## config.mk

```make
export PLATFORM = sky130hd
export DESIGN_NAME = wgrq_fifo
export DESIGN_NICKNAME = d
export VERILOG_FILES = /design/src/wgrq_pkg.sv /design/src/wgrq_fifo.sv
export SDC_FILE = /design/constraint.sdc
export NUM_CORES = 1
export LEC_CHECK = 0
export BUFFER_PORTS_ARGS = -buffer_cell sky130_fd_sc_hd__clkbuf_2
export CORE_AREA = 3 3 248 250
export CTS_CLUSTER_DIAMETER = 200
export DETAILED_ROUTE_END_ITERATION = 8
export DIE_AREA = 0 0 251 253
export GPL_TIMING_DRIVEN = 1
export HOLD_SLACK_MARGIN = 0.1
export PLACE_DENSITY_LB_ADDON = 0.1
export SLEW_MARGIN = 30
export SYNTH_ARGS = -nofsm -noshare
export SYNTH_HDL_FRONTEND = slang
export SYNTH_SLANG_ARGS = --single-unit
```

## constraint.sdc

```tcl
create_clock -name clk_i -period 21.3 [get_ports clk_i]
set_input_delay 3.195 -clock clk_i [delete_from_list [all_inputs] [get_ports clk_i]]
set_output_delay 3.195 -clock clk_i [all_outputs]
set_load 0.05 [all_outputs]
```

## src/wgrq_pkg.sv

```systemverilog
`timescale 1ns / 1ps

package wgrq_pkg;

  localparam int unsigned NumCols  = 4;
  localparam int unsigned ElemW    = 32;
  localparam int unsigned ValueW   = 8;
  localparam int unsigned ProdW    = 2 * ElemW;
  localparam int unsigned FracW    = 24;

  localparam logic [1:0] ROW_M0 = 2'd0;
  localparam logic [1:0] ROW_M1 = 2'd1;
  localparam logic [1:0] ROW_M2 = 2'd2;
  localparam logic [1:0] ROW_M3 = 2'd3;

  typedef logic [NumCols-1:0][ElemW-1:0] elem_row_t;

  // one finished tile waiting for the requant side
  typedef struct packed {
    elem_row_t        top;
    elem_row_t        bot;
    logic [ElemW-1:0] bias;
    logic [ElemW-1:0] scale;
  } tile_t;

  typedef struct packed {
    logic full;
    logic empty;
  } q_status_t;

endpackage

```

## src/wgrq_fifo.sv

```systemverilog
`timescale 1ns / 1ps

module wgrq_fifo #(
  parameter int unsigned Depth = 2
) (
  input  logic                clk_i,
  input  logic                rst_ni,
  input  logic                push_i,
  input  wgrq_pkg::tile_t     push_tile_i,
  input  logic                pop_i,
  output wgrq_pkg::tile_t     head_o,
  output wgrq_pkg::q_status_t status_o
);
  import wgrq_pkg::*;

  localparam int unsigned PtrW = (Depth > 1) ? $clog2(Depth) : 1;
  localparam int unsigned CntW = $clog2(Depth + 1);

  tile_t            mem_q [Depth];
  logic [PtrW-1:0]  wr_ptr_q, rd_ptr_q;
  logic [CntW-1:0]  cnt_q;
  logic             do_push, do_pop;

  assign status_o.empty = (cnt_q == '0);
  assign status_o.full  = (cnt_q == CntW'(Depth));
  assign do_push        = push_i && !status_o.full;
  assign do_pop         = pop_i && !status_o.empty;
  assign head_o         = mem_q[rd_ptr_q];

  always_ff @(posedge clk_i) begin
    if (do_push) begin
      mem_q[wr_ptr_q] <= push_tile_i;
    end
  end

  always_ff @(posedge clk_i or negedge rst_ni) begin
    if (!rst_ni) begin
      wr_ptr_q <= '0;
      rd_ptr_q <= '0;
      cnt_q    <= '0;
    end else begin
      if (do_push) begin
        wr_ptr_q <= (wr_ptr_q == PtrW'(Depth - 1)) ? '0 : wr_ptr_q + 1'b1;
      end
      if (do_pop) begin
        rd_ptr_q <= (rd_ptr_q == PtrW'(Depth - 1)) ? '0 : rd_ptr_q + 1'b1;
      end
      if (do_push && !do_pop) begin
        cnt_q <= cnt_q + 1'b1;
      end else if (do_pop && !do_push) begin
        cnt_q <= cnt_q - 1'b1;
      end
    end
  end

endmodule

```

==> flow_metrics.env <==
export IMPL_status="finished clean"
export IMPL_critical_path_class="flop to primary output"
export IMPL_end_kind="primary output"
export IMPL_use_met2_pct=31.1
export IMPL_drive_gt1_share_pct=60.9
export IMPL_setup_violations=0
export IMPL_die_area_mm2=0.0635
export IMPL_p_leak_nw=12.4
export IMPL_cts_sinks=644
export IMPL_grt_usage_pct=18.3
export IMPL_startpoint_type="flop"
export IMPL_ys_ff_latch=644
export IMPL_fin_ws_ns=14.00
export IMPL_vdd_drop_max_mv=0.134
export IMPL_synthArstFlopShare_pct=0.621
export IMPL_routed_wl_um=59900
export IMPL_timing_fmax_mhz=137
export IMPL_grt_pass1_wl_um=84800
export IMPL_dp_slack_ns=14.15
export IMPL_report_final_slew_viol_count=0
export IMPL_synth_avg_cell_area_um2=24.4
export IMPL_crit_arrival_ns=4.11
export IMPL_rsz0062_at_grt="no"
export IMPL_worstPathRequired_ns=18.11
export IMPL_ctsHoldBuffers=0
export IMPL_synth_area_leader_cell="edfxtp_1"
export IMPL_period_share_pct=34.3
export IMPL_hold_violations=0
export IMPL_die_h_um=253
export IMPL_start_util_pct=41.7
export IMPL_root_buffer="clkbuf_16"
export IMPL_worst_pin_slew_ns=1.00
export IMPL_viasPerCell=4.76
export IMPL_gp_congestion=0.773
export IMPL_worstHoldPathType="flop to flop"
export IMPL_port_buffers=645
export IMPL_ctsLongestPathBuffers=3
export IMPL_ios=646
export IMPL_clk_pin_slew_ns=0.06
export IMPL_synthMostInstantiatedCell="edfxtp_1"
export IMPL_wire_per_inst_um=23.5
export IMPL_netlist_top_cells_area="edfxtp_1 (78%), mux2_4 (18%), buf_12 (1.8%), mux2_2 (1.4%), buf_8 (0.61%)"
export IMPL_grt_overflow=0
export IMPL_met1_usage_pct=20.5
export IMPL_drv_cap=0
export IMPL_clk_insertion_delay_late_ns=0.59
export IMPL_yosysSeqAreaShare_pct=78.1
export IMPL_yosysWarnings=0
export IMPL_ys_top_cells_by_count="edfxtp_1 (640), mux2_4 (290), mux2_2 (30)"
export IMPL_postCtsSetupRepairBufs=0
export IMPL_firstDrtPassIters=4
export IMPL_antenna_found_initial=19
export IMPL_cts_tree="built"
export IMPL_grt_pass1_vias=12700
export IMPL_synth_edff_count=640
export IMPL_drt_iter0_drc=719
export IMPL_syn_nets=1340
export IMPL_max_slew_margin_rel_pct=33.4
export IMPL_vias=12100
export IMPL_yosys_area_top_type_share_pct=77.7
export IMPL_cts_resized=0
export IMPL_remaining_drc_errors=0
export IMPL_synthDistinctLibCells=17
export IMPL_use_met3_pct=8.39
export IMPL_grt_start_max_net_pins=118
export IMPL_cp_max_fo=57
export IMPL_synthCells=1015
export IMPL_htree_levels=3
export IMPL_clock_skew_ns=0.0121
export IMPL_period_needed_ns=7.30
export IMPL_rows=89
export IMPL_core_area_mm2=0.0592
export IMPL_cts_inserted_buffers=70
export IMPL_synth_area_mm2=0.0247
export IMPL_num_nets_final=2035
export IMPL_powerDensity_mw_per_mm2=170
export IMPL_tns_ns=0
export IMPL_die_w_um=251
export IMPL_synthFlopType="edfxtp_1"
export IMPL_final_antenna_net_count=0
export IMPL_dp_hpwl_um=42500
export IMPL_busiest_layer="met2"
export IMPL_area_delta_synth_final_pct=24.2
==> placed cells by master (no fill, tap or decap) <==
cell and instances:
edfxtp_1 640, nand2b_1 1, xnor2_1 3, inv_1 2, clkbuf_2 645, clkinv_1 16
mux2_4 290, clkbuf_16 74, buf_16 1, buf_12 4, buf_4 2, clkbuf_1 18
buf_6 7, nor2_1 2, nor2_4 1, bufinv_16 3, nand2_1 1, diode_2 11
and3_4 1, clkinv_8 1, clkinvlp_4 3, dfrtp_1 3, o21ai_0 1, xor2_1 2
inv_6 2, mux2_2 30, clkinv_2 8, dfrtp_4 1, ha_1 1
==> flip-flops by register name (all words and copies together), names as in the netlist <==
name      count
mem_q       640
cnt_q         2
rd_ptr_q      1
wr_ptr_q      1
==> worst paths after layout <==
kind                                 startpoint                      end  slack, ns  depth (start not counted)
hold reg to reg            cnt_q[1]$_DFFE_PN0P_     cnt_q[1]$_DFFE_PN0P_       0.53                          1
setup reg to reg           cnt_q[0]$_DFFE_PN0P_  mem_q[1][263]$_DFFE_PP_      18.12                          5
min in group asynchronous                rst_ni     rd_ptr_q$_DFFE_PN0P_       2.41                          1
setup / recovery           rd_ptr_q$_DFFE_PN0P_               head_o[91]      14.00                          5
max in group asynchronous                rst_ni     rd_ptr_q$_DFFE_PN0P_      18.74                          1
hold / removal             cnt_q[1]$_DFFE_PN0P_     cnt_q[1]$_DFFE_PN0P_       0.53                          1
==> worst max-delay path, stage by stage, from the launching register on <==
cell and delay [ns]:
dfrtp_4 0.74, buf_6 0.67, buf_6 0.72, buf_4 0.69, mux2_4 0.35, clkbuf_2 0.24
==> power by group <==
group	total [W]	leakage (nW)	internal [W]	switching (W)
registers	0.00181	5.99	0.00173	0.0000761
logic	0.00228	5.33	0.000672	0.00160
clock network	0.00114	1.05	0.000671	0.000468
==> through the flow <==
step | instance area (um2) | total power (W) | std cells | util (%) | hold slack (ns)
2_1_floorplan | 24700 | 0.00385 | 1015 | - | 0.461
3_3_place_gp | 28400 | 0.00413 | 2408 | 48.0 | 0.505
3_5_place_dp | 28500 | 0.00414 | 2410 | 48.1 | 0.523
4_1_cts | 30700 | 0.00530 | 2535 | 51.8 | 0.536
5_1_grt | 30700 | 0.00543 | 2543 | 51.8 | 0.558
6_report | 30700 | 0.00523 | 2547 | 51.8 | 0.528
==> routing by layer <==
layer  share of wire [%]  up-vias
met5                0.14        -
met4                 2.6       12
met3                  11      100
met2                  50      449
met1                  36     6087
li1                    -     5477
==> area by class of cell <==
type	count	area (um2)
Sequential cell	644	19300
Inverter	2	7.51
Clock inverter	33	246
Timing Repair Buffer	659	3430
Clock buffer	92	1920
Multi-Input combinational cell	333	4790
Tap cell	773	967
Fill cell	4908	28500
Antenna cell	11	27.5
==> logic make-up (layout without fill, tap and decap cells) <==
group | count (synthesis) | after routing | share of synthesized area (%)
multiplexers | 320 | 320 | 19.0
XOR/XNOR | 5 | 5 | 0.177
AND/OR/NAND/NOR | 6 | 6 | 0.111
adder cells (fa/ha/maj) | 1 | 1 | 0.0506
AO/OA/AOI/OAI | 1 | 1 | 0.0202
other | 0 | 11 | 0
flip-flops | 644 | 644 | 78.1
buffers and inverters | 38 | 786 | 2.53
Note: power is estimated with default switching activity, not from simulation.
