### src/wgrq_pkg.sv
`timescale 1ns / 1ps

package wgrq_pkg;

  localparam int unsigned NumCols  = 4;
  localparam int unsigned ElemW    = 32;
  localparam int unsigned ValueW   = 8;
  localparam int unsigned ProdW    = 2 * ElemW;
  localparam int unsigned FracW    = 24;

  localparam logic [1:0] ROW_M0 = 2'd0;
  localparam logic [1:0] ROW_M1 = 2'd1;
  localparam logic [1:0] ROW_M2 = 2'd2;
  localparam logic [1:0] ROW_M3 = 2'd3;

  typedef logic [NumCols-1:0][ElemW-1:0] elem_row_t;

  // one finished tile waiting for the requant side
  typedef struct packed {
    elem_row_t        top;
    elem_row_t        bot;
    logic [ElemW-1:0] bias;
    logic [ElemW-1:0] scale;
  } tile_t;

  typedef struct packed {
    logic full;
    logic empty;
  } q_status_t;

endpackage

### src/wgrq_back.sv
`timescale 1ns / 1ps

module wgrq_back (
  input  logic                clk_i,
  input  logic                rst_ni,
  input  wgrq_pkg::tile_t     head_i,
  input  wgrq_pkg::q_status_t q_status_i,
  output logic                pop_o,
  output logic                out_valid_o,
  input  logic                out_stall_i,
  output logic signed [7:0]   out_value_o,
  output logic                out_row_o,
  output logic                out_col_o,
  output logic                out_last_o
);
  import wgrq_pkg::*;

  localparam int unsigned QW = ProdW - FracW;
  localparam logic [FracW-1:0] HalfLsb = FracW'(1) << (FracW - 1);

  logic                    adv, issue;
  logic [1:0]              k_q;
  elem_row_t               sel;
  logic [ElemW-1:0]        sum_d;

  logic                    va_q;
  logic [1:0]              ka_q;
  logic signed [ElemW-1:0] sum_q, scale_q;

  logic                    vb_q;
  logic [1:0]              kb_q;
  logic signed [ProdW-1:0] prod_d, prod_q;

  logic signed [QW-1:0]    q_int;
  logic [FracW-1:0]        frac;
  logic                    round_up;
  logic signed [QW:0]      q_rnd;
  logic signed [ValueW-1:0] value_d;

  logic                    out_valid_q;
  logic signed [ValueW-1:0] out_value_q;
  logic                    out_row_q, out_col_q, out_last_q;

  assign adv   = !out_valid_q || !out_stall_i;
  assign issue = !q_status_i.empty && adv;
  assign pop_o = issue && (k_q == 2'd3);

  // column combine for result k: top row first, then bottom row
  always_comb begin
    sel = k_q[1] ? head_i.bot : head_i.top;
    if (k_q[0]) begin
      sum_d = sel[1] - sel[2] + sel[3] + head_i.bias;
    end else begin
      sum_d = sel[0] + sel[1] + sel[2] + head_i.bias;
    end
  end

  assign prod_d = sum_q * scale_q;

  // round half to even, then clamp to int8
  always_comb begin
    q_int    = prod_q[ProdW-1:FracW];
    frac     = prod_q[FracW-1:0];
    round_up = (frac > HalfLsb) || ((frac == HalfLsb) && q_int[0]);
    q_rnd    = {q_int[QW-1], q_int} + (QW + 1)'(round_up);
    if (q_rnd > (QW + 1)'(signed'(127))) begin
      value_d = 8'sd127;
    end else if (q_rnd < (QW + 1)'(signed'(-128))) begin
      value_d = -8'sd128;
    end else begin
      value_d = q_rnd[ValueW-1:0];
    end
  end

  always_ff @(posedge clk_i or negedge rst_ni) begin
    if (!rst_ni) begin
      k_q         <= '0;
      va_q        <= 1'b0;
      vb_q        <= 1'b0;
      out_valid_q <= 1'b0;
    end else if (adv) begin
      if (issue) begin
        k_q <= k_q + 1'b1;
      end
      va_q        <= issue;
      vb_q        <= va_q;
      out_valid_q <= vb_q;
    end
  end

  always_ff @(posedge clk_i) begin
    if (adv) begin
      sum_q       <= sum_d;
      scale_q     <= head_i.scale;
      ka_q        <= k_q;
      prod_q      <= prod_d;
      kb_q        <= ka_q;
      out_value_q <= value_d;
      out_row_q   <= kb_q[1];
      out_col_q   <= kb_q[0];
      out_last_q  <= (kb_q == 2'd3);
    end
  end

  assign out_valid_o = out_valid_q;
  assign out_value_o = out_value_q;
  assign out_row_o   = out_row_q;
  assign out_col_o   = out_col_q;
  assign out_last_o  = out_last_q;

endmodule

### config.mk
export PLATFORM = sky130hd
export DESIGN_NAME = wgrq_back
export DESIGN_NICKNAME = d
export VERILOG_FILES = /design/src/wgrq_pkg.sv /design/src/wgrq_back.sv
export SDC_FILE = /design/constraint.sdc
export NUM_CORES = 2
export LEC_CHECK = 0
export BUFFER_PORTS_ARGS = -buffer_cell sky130_fd_sc_hd__buf_4
export CAP_MARGIN = 20
export CORE_MARGIN = 5
export CORE_UTILIZATION = 45
export CTS_CLUSTER_SIZE = 10
export DETAILED_ROUTE_END_ITERATION = 10
export PLACE_DENSITY = 0.69
export SYNTH_ARGS = -nofsm -noshare
export SYNTH_HDL_FRONTEND = slang
export SYNTH_SLANG_ARGS = --single-unit
export TNS_END_PERCENT = 50
### constraint.sdc
create_clock -name clk_i -period 12.7 [get_ports clk_i]
set_clock_uncertainty 0.05 [all_clocks]
set_input_delay 3.81 -clock clk_i [delete_from_list [all_inputs] [get_ports clk_i]]
set_output_delay 3.81 -clock clk_i [all_outputs]
set_load 0.03 [all_outputs]
==> impl_metrics.csv <==
group,metric,value,unit
timing,fin_crit,8800,ps
logic_synthesis,synth_fp_nets,6862,
worst_setup_path,r2r-start,"scale_q[5]$_DFFE_PN_",
cts,cts_tree,"yes",
cts,clkLatencyLatePin,520,ps
timing,setup_violations,0,
logic_synthesis,synth-seq-area-share,8.90,%
logic_synthesis,synth_compound_area_share,5.61,%
final_layout,layout_commonest_cell,"fa_1",
worst_setup_path,ff2ff_path_depth,25,
worst_setup_path,r2r_end,"prod_q[62]$_DFFE_PN_",
cts,root_buffer,"clkbuf_16",
logic_synthesis,ys_ff_latch,148,
floorplan,die_area,117000,sq um
worst_setup_path,crit_slowest_cell,"fa_1",
timing,fmax,0.114,GHz
timing,tns,0,ps
detailed_routing,wl_per_cell,19.1,um
final_layout,areaGrowthSynthToFinish,9.24,%
logic_synthesis,synth_xor_area_share,2.43,%
timing,hold_viol_final,0,
logic_synthesis,yosys.area.top_type,"fa_1",
logic_synthesis,synthTopCellsByArea,"fa_1, edfxtp_1, inv_1",
detailed_routing,via_per_inst,5.26,
worst_setup_path,crit_top_cell,"fa_1",
final_layout,layout_common_cells,"fa_1, inv_1, nand2_1, and2_1, buf_4",
cts,path_clk_slew,90,ps
detailed_routing,firstDrtPassIters,8,
logic_synthesis,yosys_warnings,0,
placement,numPortBuffers,336,
cts,cts_buffer_depth,2,
placement,routabilityCongestion,0.902,
global_route,grt_max_degree,69,
logic_synthesis,netlist_area,49700,sq um
detailed_routing,ant_nets,0,
final_layout,fill_cells,10015,
worst_setup_path,cp_slowest_stage_delay,870,ps
final_layout,diodes,0,
detailed_routing,drt_iter0_markers,2084,
logic_synthesis,ys.flop_type,"edfxtp_1",
worst_setup_path,cp.required,12900,ps
worst_setup_path,rrSetupSlack,3900,ps
logic_synthesis,synth_top_family_by_area,"adder cells",
detailed_routing,wirelength,129000,um
worst_setup_path,worst_setup_path_start_kind,"flip-flop",
global_route,grt_pass1_vias,40418,
floorplan,die_w,342,um
cts,cts.sinks,148,
global_route,grt_pass1_wl,215000,um
worst_hold_path,hold_end,"kb_q[1]$_DFFE_PN_",
timing,worst_pin_slew,898,ps
logic_synthesis,synth_edf_count,143,
worst_setup_path,cp.arrival,9000,ps
final_layout,drive_gt1_share,10.7,%
floorplan,dieHeight,342,um
logic_synthesis,ys_types,89,
logic_synthesis,muxShareOfSynthArea,3.16,%
worst_hold_path,holdCritStartpoint,"ka_q[1]$_DFFE_PN_",
timing,drv_slew,0,
timing,rsz0062_at_grt,"no",
global_route,grt_use_total,23.1,%
floorplan,start_util,45.4,%
floorplan,num_rows,121,
cts,htreeDepth,4,
logic_synthesis,async_flop_share,3.38,%
cts,cts_made_buffers,17,
cts,cts_resized,0,
worst_hold_path,worst_hold_path.num_cells,0,
cts,postCtsHoldBufs,0,
timing,fin_crit_sh,69.3,%
floorplan,io_pins,338,
cts,post_cts_buffers,0,
job,drv_cap,0,
outcome,status,"finished, final reports clean",
logic_synthesis,synth-simple-area-share,14.8,%
logic_synthesis,synth_top_area_share,48.6,%
detailed_routing,via_count,35527,
logic_synthesis,syn_avg_cell_area,9.77,sq um
worst_hold_path,hold_class,"reg -> reg",
placement,place_hpwl,105000,um
global_route,antenna_found_initial,2,
logic_synthesis,synthAdderAreaFrac,54.9,%
global_route,overflow,0,
floorplan,coreArea,109000,sq um
worst_setup_path,crit_fanout,32,
worst_setup_path,path_class,"reg -> reg",
final_layout,fin_nets,7049,
timing,max_slew_margin,40.2,%
logic_synthesis,netlist_instances,5082,
worst_setup_path,crit_path_end_kind,"flip-flop",
detailed_routing,post-route-drc-count,0,
[metal layers]
layer	track usage, %	share of wire [%]	wire (um)
met3	3.55	5.6	7170
met1	28.7	40	51400
met5	0	0	0
met4	7.00	3.3	4210
met2	41.5	51	66300
[area by class of cell]
cell class                      instances  area, sq um  share of cell area [%]
Clock buffer                           17          425                   0.784
Clock inverter                         15          179                   0.330
Inverter                             1100         4130                    7.61
Multi-Input combinational cell       3596        40200                    74.1
Sequential cell                       148         4420                    8.16
Tap cell                             1476         1850                    3.40
Timing Repair Buffer                  406         3050                    5.62
[worst max-delay path by stage]
stage | slack [ps] | start | endpoint | cells after the start
floorplan | 4450 | out_stall_i | pop_o | 2
global route | 3340 | scale_q[5]$_DFFE_PN_ | prod_q[62]$_DFFE_PN_ | 25
detailed placement | 3820 | head_i[96] | sum_q[31]$_DFFE_PN_ | 17
finish | 3900 | scale_q[5]$_DFFE_PN_ | prod_q[62]$_DFFE_PN_ | 25
global placement | 3920 | head_i[96] | sum_q[31]$_DFFE_PN_ | 17
CTS | 3850 | scale_q[5]$_DFFE_PN_ | prod_q[62]$_DFFE_PN_ | 25
[synthesized netlist by cell type (6+ instances only)]
master,n
o31ai_1,6
nor2_1,79
inv_1,1100
a21o_1,70
and3_1,25
a21oi_1,109
xor2_1,59
o22ai_1,6
o21a_1,23
nand4_1,32
nand3_1,28
o211ai_1,12
o21bai_1,18
nor2b_1,39
and2_1,518
o21ai_0,71
a211oi_1,16
clkbuf_1,221
fa_1,1206
edfxtp_1,143
or3_1,9
nor3b_1,8
a31oi_1,15
mux2_2,99
xnor2_1,79
nand2_1,583
buf_1,10
o21ai_1,14
mux2i_1,42
ha_1,249
nor4_1,11
nor3_1,34
nand2b_1,30
[through the flow]
stage	hold WS [ps]	cells	setup WS (ps)	area (sq um)	utilization, %
finish	390	6758	3900	54200	49.6
global route	394	6758	3340	54200	49.6
CTS	386	6758	3850	54200	49.6
detailed placement	366	6726	3820	53600	49.1
global placement	355	6726	3920	53600	49.1
floorplan	350	5082	4450	49700	-
[registers in the layout (all words and copies together) (netlist names)]
name,count
prod_q,64
scale_q,32
sum_q,32
out_value_o,8
k_q,2
ka_q,2
kb_q,2
out_col_o,1
out_last_o,1
out_row_o,1
out_valid_o,1
va_q,1
vb_q,1
[critical path, delay by kind of cell, from the launching register on]
kind | cells | cell delay, ps
fa+ha+maj | 9 | 4730
flops | 1 | 350
simple gates | 4 | 790
xor+xnor | 1 | 170
buf+inv | 8 | 1580
compound gates | 3 | 820
[cell families (layout without fill, tap and decap cells)]
| family | Yosys count | count (layout) |
|---|---|---|
| adders and majority gates | 1455 | 1455 |
| and+or+nand+nor | 1436 | 1436 |
| buffers and inverters | 1338 | 1538 |
| AOI/OAI and AO/OA | 423 | 423 |
| DFF | 148 | 148 |
| muxes | 144 | 144 |
| xor gates and xnor gates | 138 | 138 |
Power is not shown: default switching activity piles up to over one toggle a cycle in this logic, so the estimate is an artifact.
