**src/wgrq_pkg.sv**
```systemverilog
`timescale 1ns / 1ps

package wgrq_pkg;

  localparam int unsigned NumCols  = 4;
  localparam int unsigned ElemW    = 32;
  localparam int unsigned ValueW   = 8;
  localparam int unsigned ProdW    = 2 * ElemW;
  localparam int unsigned FracW    = 24;

  localparam logic [1:0] ROW_M0 = 2'd0;
  localparam logic [1:0] ROW_M1 = 2'd1;
  localparam logic [1:0] ROW_M2 = 2'd2;
  localparam logic [1:0] ROW_M3 = 2'd3;

  typedef logic [NumCols-1:0][ElemW-1:0] elem_row_t;

  // one finished tile waiting for the requant side
  typedef struct packed {
    elem_row_t        top;
    elem_row_t        bot;
    logic [ElemW-1:0] bias;
    logic [ElemW-1:0] scale;
  } tile_t;

  typedef struct packed {
    logic full;
    logic empty;
  } q_status_t;

endpackage

```
**src/wgrq_front.sv**
```systemverilog
`timescale 1ns / 1ps

module wgrq_front (
  input  logic                     clk_i,
  input  logic                     rst_ni,
  input  logic                     in_valid_i,
  output logic                     in_stall_o,
  input  logic [1:0]               tile_row_i,
  input  logic signed [31:0]       elem_col0_i,
  input  logic signed [31:0]       elem_col1_i,
  input  logic signed [31:0]       elem_col2_i,
  input  logic signed [31:0]       elem_col3_i,
  input  logic signed [31:0]       chan_bias_i,
  input  logic signed [31:0]       chan_scale_i,
  input  wgrq_pkg::q_status_t      q_status_i,
  output logic                     push_o,
  output wgrq_pkg::tile_t          push_tile_o
);
  import wgrq_pkg::*;

  elem_row_t elem;
  elem_row_t top_q, top_d;
  elem_row_t bot_q, bot_d;
  logic      accept;

  assign elem       = {elem_col3_i, elem_col2_i, elem_col1_i, elem_col0_i};
  assign in_stall_o = q_status_i.full && (tile_row_i == ROW_M3);
  assign accept     = in_valid_i && !in_stall_o;
  assign push_o     = accept && (tile_row_i == ROW_M3);

  always_comb begin
    top_d             = top_q;
    bot_d             = bot_q;
    push_tile_o.top   = top_q;
    push_tile_o.bias  = chan_bias_i;
    push_tile_o.scale = chan_scale_i;
    for (int c = 0; c < NumCols; c++) begin
      push_tile_o.bot[c] = bot_q[c] + elem[c];
      case (tile_row_i)
        ROW_M0: begin
          top_d[c] = top_q[c] + elem[c];
        end
        ROW_M1: begin
          top_d[c] = top_q[c] + elem[c];
          bot_d[c] = bot_q[c] + elem[c];
        end
        ROW_M2: begin
          top_d[c] = top_q[c] + elem[c];
          bot_d[c] = bot_q[c] - elem[c];
        end
        default: begin
          // tile complete, start the next one fresh
          top_d[c] = '0;
          bot_d[c] = '0;
        end
      endcase
    end
  end

  always_ff @(posedge clk_i or negedge rst_ni) begin
    if (!rst_ni) begin
      top_q <= '0;
      bot_q <= '0;
    end else if (accept) begin
      top_q <= top_d;
      bot_q <= bot_d;
    end
  end

endmodule

```
**config.mk**
```make
export PLATFORM = sky130hd
export DESIGN_NAME = wgrq_front
export DESIGN_NICKNAME = d
export VERILOG_FILES = /design/src/wgrq_pkg.sv /design/src/wgrq_front.sv
export SDC_FILE = /design/constraint.sdc
export NUM_CORES = 1
export LEC_CHECK = 0
export CAP_MARGIN = 20
export CORE_AREA = 5 5 227 317
export DETAILED_ROUTE_END_ITERATION = 7
export DIE_AREA = 0 0 232 322
export DONT_BUFFER_PORTS = 1
export SLEW_MARGIN = 40
export SYNTH_ARGS = -nofsm -noshare
export SYNTH_HDL_FRONTEND = slang
export SYNTH_SLANG_ARGS = --single-unit
```
**constraint.sdc**
```tcl
create_clock -name clk_i -period 6 [get_ports clk_i]
set_input_delay 1.2 -clock clk_i [delete_from_list [all_inputs] [get_ports clk_i]]
set_output_delay 1.2 -clock clk_i [all_outputs]
set_load 0.005 [all_outputs]
```
==> run summary, run 1 <==
placed inst area: 0.0301 mm2
met3 GRT Util: 6.67%
Combinational Power Share: 61.2%
syn_nets: 4399
maximum vdd drop: 0.000272 V
DR vias: 27300
largest net degree at the start of global routing: 257
worst slew pin tran: 0.853 ns
Clock Latency Late Sink: 0.57 ns
number of global-route vias before repair: 27000
1st-iter DRT viols: 1725
CP endpoint kind: primary output
vias per std cell: 5.97
Pleak: 14.5 nW
max-slew violations: 0
Yosys top cell by area: dfrtp_1
GPL Wtd Cong: 0.936
Final Hold Fails: 0
unrepaired setup endpoints after global routing: false
CTS Hold Bufs: 0
GR Overflow Total: 0
cell count after synthesis: 3809
CP Class: input pin to primary output
CP max FO: 4
CTS tree: done
CTS resizes: 0
Worst slew margin: 43.0%
I/O pins: 521
fmax: 182 MHz
Mapped Area: 0.0298 mm2
M1 GR Usage: 30.2%
Total GRT Usage: 26.3%
EDFF count, synth: 0
Setup Viol. Count Final: 0
Util after Layout: 45.5%
register area share after synthesis: 21.5%
die width: 232 um
finished layout cell area: 0.0313 mm2
first-pass GRT wire length: 157 mm
Die Y-Extent: 322 um
leading post-synthesis cells by cell area: dfrtp_1 21%, ha_1 16%, xnor2_1 6.2%, a21oi_1 5.6%, o21ai_0 5.0%
Max Cap Viol: 0
Critical Path AT: 4.31 ns
commonest non-fill, non-tap cell in the layout: ha_1
WL/cell: 22.3 um
most frequent cells in the layout: 377 x ha_1, 344 x nand2_1, 332 x a21oi_1
layout cells sized above 1: 4.27%
initial antenna violation count: 2
Max clock buf depth: 3
power share of the clock group: 16.6%
Data required, critical path: 4.80 ns
Pre-antenna DRT Iters: 5
Fin Setup TNS: 0 ns
Reg power frac: 22.2%
Layout Nets: 4217
Tightest Hold Check Type: input pin to asynchronous set/reset pin
post-synthesis register bit count: 256
final worst path period need: 5.51 ns
DRC: 0
Synth cell types: 99
switching pwr: 6.74 mW
Clk pin slew, worst setup/hold paths: 0.06 ns
sw frac: 48.7%
Core ar.: 0.0688 mm2
Filler Cell Count: 6977
outcome: finished, final reports clean
CTS buffer count: 35
Main synth FF type: dfrtp_1
HPWL Detailed: 77.4 mm
Port Buffers: 0
Routed Antenna Nets: 0
met2 Use GR: 46.6%
Initial Util: 43.4%
GR peak layer: met2
H-tree depth: 2
FFs w/ async S/R, synth: 100%
CTS root buffer: clkbuf_16
CP startpoint kind: input pin
syn_area_per_cell: 7.83 um2
fin crit share: 91.8%
number of diodes: 0
total wire length: 102 mm
TritonCTS Sinks: 256
worst hold margin: 0.360 ns
synth warn: 0
Synth top area share: 21.5%
Clock Skew: 0.0206 ns
number of core rows: 114
Die Area: 0.0747 mm2
Int Pwr: 7.12 mW
Power Dens Cells: 443 mW/mm2
area grow syn2layout: 5.03%
post-CTS setup repair buffer count: 0
synth_stat cells (all sizes together), types with 10 or more instances:
master	n
dfrtp	256
nand2	349
o311ai	10
mux2i	11
and3	14
ha	379
a211oi	34
o221ai	19
o21a	39
o21ai	339
nor2b	32
a22oi	56
nand4	26
nand2b	47
xor2	93
o21bai	81
o31ai	38
o22ai	12
and2	15
inv	293
nor3b	11
nor2	275
a31oi	36
fa	12
a221o	37
a221oi	18
or4	12
o211ai	17
o41ai	13
a21o	114
a22o	26
a211o	10
xnor2	211
a21oi	338
or3	25
nor4	23
buf	88
clkbuf	152
nor3	64
a31o	14
nand3	54
registers in the layout, summed over array words and instances (netlist names):
| register | cells |
|---|---|
| bot_q | 128 |
| push_tile_o | 128 |
layout make-up:
class,count,area (um2),share of cell area (%)
clock buffers,54,1090,3.48
inverters,297,1110,3.56
well taps,928,1160,3.71
clock inverters,6,133,0.424
multi-input cells,3016,21200,67.7
repair buffers,21,206,0.659
flip-flops and latches,256,6410,20.5
through the flow:
step	worst slack (ns)	power, mW	cells
6_report	0.491	13.9	4578
3_3_place_gp	0.550	11.4	4516
2_1_floorplan	1.04	9.39	3809
4_1_cts	0.527	13.9	4578
3_5_place_dp	0.548	11.5	4518
5_1_grt	0.297	15.0	4578
critical path, cell delays in order:
cell and delay [ns]:
ha_1 0.25, inv_1 0.08, fa_1 0.40, o21bai_1 0.21
a21oi_2 0.11, o21ai_1 0.18, a21oi_2 0.13, o21ai_2 0.31
a21oi_1 0.15, o21ba_2 0.24, o21bai_1 0.30, a221oi_1 0.17
or2_2 0.33, xnor2_1 0.23
cells by family after synthesis:
group / count (synthesis) / share of synthesized area (%)
compound gates: 1339 / 29.9
xor+xnor: 304 / 8.93
fa+ha+maj: 391 / 16.7
buf+inv: 537 / 7.67
flops: 256 / 21.5
mux: 11 / 0.369
simple gates: 971 / 14.9
path summary, 6_finish.rpt:
kind	from	endpoint	slack [ns]	depth (start not counted)
worst max-delay path	elem_col0_i[0]	push_tile_o[92]	0.49	14
worst min-delay path	rst_ni	push_tile_o[237]	0.36	0
worst max register to register	push_tile_o[224]	push_tile_o[254]	1.97	13
worst min register to register	bot_q[112]	bot_q[112]	0.51	2
max in group asynchronous	rst_ni	push_tile_o[267]	5.20	0
min in group clk_i	bot_q[112]	bot_q[112]	0.51	2
power by group through the flow:
stage          Combinational, mW  Clock [mW]  Sequential (mW)
4_1_cts                     8.41        2.37             3.09
5_1_grt                     9.39        2.42             3.18
3_5_place_dp                8.36           0             3.12
6_report                    8.48        2.30             3.08
2_1_floorplan               6.56           0             2.84
3_3_place_gp                8.32           0             3.11
routing by layer:
| metal | part of all wire (%) | vias up |
|---|---|---|
| met5 | 0 | - |
| met4 | 4.4 | 0 |
| met3 | 7.5 | 247 |
| met2 | 49 | 804 |
| met1 | 39 | 13100 |
| li1 | - | 13200 |
Note: power is estimated with default switching activity, not from simulation.
==> inputs of run 2 (changes only) <==
CTS_CLUSTER_SIZE = 14   (was default)
clock period = 5.1 ns   (was 6 ns; I/O delays follow)
==> run 2 against run 1 <==
  * Flip-flop and latch count stayed put
  * Critical path type unchanged
  * First-iteration DRC count decreased by 3.2%
  * Core utilization increased by 0.44 points
  * Die area stayed put
  * Hold slack got worse by 0.20 ns
  * Highest routed layer unchanged
  * Clock skew increased by 0.0065 ns
  * Critical path depth stayed put
  * Final cell count up 1.0%
  * Clock-buffer cell count fell by 7
==> run summary, run 2 (same netlist as run 1, synthesis figures left out) <==
Crit path depth: 14 (unchanged)
Core ar.: 0.0688 mm2 (unchanged)
Clock Latency Late Sink: 0.57 ns (about the same)
Max Cap Viol: 0 (unchanged)
GPL Wtd Cong: 0.945 (+0.99%)
worst hold margin: 0.157 ns (-0.204 ns)
Fin Setup TNS: 0 ns (unchanged)
I/O pins: 521 (unchanged)
Die Area: 0.0747 mm2 (unchanged)
1st-iter DRT viols: 1669 (-3.2%)
H-tree depth: 2 (unchanged)
CP cell instances: ha_1 -> inv_1 -> fa_1 -> o21bai_1 -> a21oi_2 -> o21ai_1 -> a21oi_2 -> o21ai_2 -> a21oi_1 -> o21ba_2 -> o21bai_1 -> a221oi_1 -> or2_2 -> xnor2_1
met2 Use GR: 47.4% (+0.82 points)
Int Pwr: 8.40 mW (+18%)
Initial Util: 43.4% (unchanged)
outcome: finished, final reports clean
CP startpoint: elem_col0_i[0]
number of core rows: 114 (unchanged)
final std cells w/o fill: 4624 (+1.0%)
CP max FO: 4 (unchanged)
unrepaired setup endpoints after global routing: false
largest net degree at the start of global routing: 257 (unchanged)
CTS buffer count: 34 (-2.9%)
vias per std cell: 5.95 (-0.35%)
reg2reg end: bot_q[28]
Clk pin slew, worst setup/hold paths: 0.06 ns (about the same)
initial antenna violation count: 1 (-1)
Die Y-Extent: 322 um (unchanged)
CTS tree: done
Final Hold Fails: 0 (unchanged)
DRC: 0 (unchanged)
CP startpoint kind: input pin
CP top delay family: compound AO/OA/AOI/OAI gates
fin crit share: 98.9%
layout cells sized above 1: 5.47% (+1.2 points)
commonest non-fill, non-tap cell in the layout: ha_1
Overall Power: 16.4 mW (+18%)
DR vias: 27500 (+0.65%)
Worst R2R Path Depth: 14 (+1)
R2R setup slack: 1.13 ns (-0.84 ns)
maximum vdd drop: 0.000368 V (+35%)
Buf/Inv on CP: 1 (unchanged)
area grow syn2layout: 6.04%
Util after Layout: 46.0% (+0.44 points)
worst slew pin tran: 0.876 ns (+0.0232 ns)
HPWL Detailed: 79.2 mm (+2.3%)
Worst slew margin: 41.6% (-1.4 points)
die width: 232 um (unchanged)
Power Dens Cells: 518 mW/mm2 (+17%)
CTS root buffer: clkbuf_16
Routed Antenna Nets: 0 (unchanged)
number of global-route vias before repair: 27300 (+1.1%)
Port Buffers: 0 (unchanged)
CP endpoint kind: primary output
most frequent cells in the layout: 377 x ha_1, 344 x nand2_1, 331 x a21oi_1
GR peak layer: met2
power share of the clock group: 15.9% (-0.7 points)
TritonCTS Sinks: 256 (unchanged)
Tightest Hold Check Type: input pin to asynchronous set/reset pin
Pleak: 14.7 nW (+1.4%)
reg-to-reg startpoint: bot_q[0]
slowest stage delay, CP: 0.40 ns (about the same)
M1 GR Usage: 30.5% (+0.29 points)
total wire length: 104 mm (+1.4%)
Filler Cell Count: 6973 (-0.057%)
Clock Skew: 0.0271 ns (+0.00645 ns)
final worst path period need: 5.05 ns
Total GRT Usage: 26.6% (+0.27 points)
CP endpoint: push_tile_o[92]
Data required, critical path: 4.08 ns (-0.72 ns)
placed cell count: 4565 (+1.0%)
slowest CP cell: fa_1
Setup Viol. Count Final: 0 (unchanged)
WL/cell: 22.4 um (+0.37%)
post-CTS setup repair buffer count: 0 (unchanged)
first-pass GRT wire length: 158 mm (+0.86%)
fmax: 198 MHz
Reg power frac: 22.1% (about the same)
CP Class: input pin to primary output
Layout Nets: 4263 (+1.1%)
sw frac: 48.8% (+0.094 points)
Max clock buf depth: 3 (unchanged)
Pre-antenna DRT Iters: 5 (unchanged)
CTS Hold Bufs: 0 (unchanged)
met3 GRT Util: 6.60% (-0.062 points)
Combinational Power Share: 62.0% (+0.8 points)
Critical Path AT: 4.03 ns (-0.28 ns)
GR Overflow Total: 0 (unchanged)
max-slew violations: 0 (unchanged)
switching pwr: 7.99 mW (+18%)
[run 2: cell types whose count changed in the layout (fill, tap and decap cells not counted), sizes merged]
cell    previous run  this run
clkbuf            54        47
diode              0         3
clkinv             6         7
inv              292       294
buf               21        68
[run 2: worst reg2reg max path: cells and delay by family, from the launching register on]
kind,cells,cell delay [ns]
buffers and inverters,1,0.08
multiplexers,1,0.19
flip-flops,1,0.39
AND/OR/NAND/NOR,2,0.17
adder cells (fa/ha/maj),2,0.55
AO/OA/AOI/OAI,8,2.48
[run 2: stage by stage]
step,setup WS [ns],area [um2]
floorplan,0.501,29800
global placement,0.146,30400
detailed placement,0.119,30500
CTS,0.0971,31600
global route,0.00614,31600
finish,0.0540,31600
[run 2: worst min path at each step]
| stage | slack (ns) | to | from |
|---|---|---|---|
| floorplan | 0.47 | bot_q[112] | bot_q[112] |
| global placement | 0.50 | bot_q[112] | bot_q[112] |
| detailed placement | 0.50 | bot_q[113] | bot_q[113] |
| CTS | 0.12 | push_tile_o[242] | rst_ni |
| global route | 0.13 | push_tile_o[242] | rst_ni |
| finish | 0.16 | push_tile_o[242] | rst_ni |
[run 2: repair_timing]
item / CTS / global route
endpoints found under the hold margin: 0 / 0
resized for setup: 0 / 2
endpoints found under the setup margin: 0 / 2
[run 2: layer usage]
layer | routed length (um) | vias to the layer above | part of all wire [%]
met5 | 0 | - | 0
met3 | 7700 | 229 | 7.4
met2 | 51000 | 790 | 49
met4 | 4440 | 0 | 4.3
met1 | 40600 | 13200 | 39
li1 | - | 13300 | -
[run 2: final cells by class]
class / count / area, um2 / share of cell area, %
Antenna cell: 3 / 7.51 / 0.0237
Clock buffer: 47 / 981 / 3.10
Clock inverter: 9 / 151 / 0.479
Inverter: 297 / 1110 / 3.53
Multi-Input combinational cell: 3016 / 21200 / 67.1
Sequential cell: 256 / 6410 / 20.3
Tap cell: 928 / 1160 / 3.67
Timing Repair Buffer: 68 / 579 / 1.83
[run 2: power by group through the flow]
stage               Clock, mW  Sequential [mW]  Combinational, mW
floorplan                   0             3.34               7.71
CTS                      2.67             3.64               10.1
detailed placement          0             3.67               10.0
finish                   2.60             3.63               10.2
global placement            0             3.66               9.99
global route             2.75             3.75               11.2
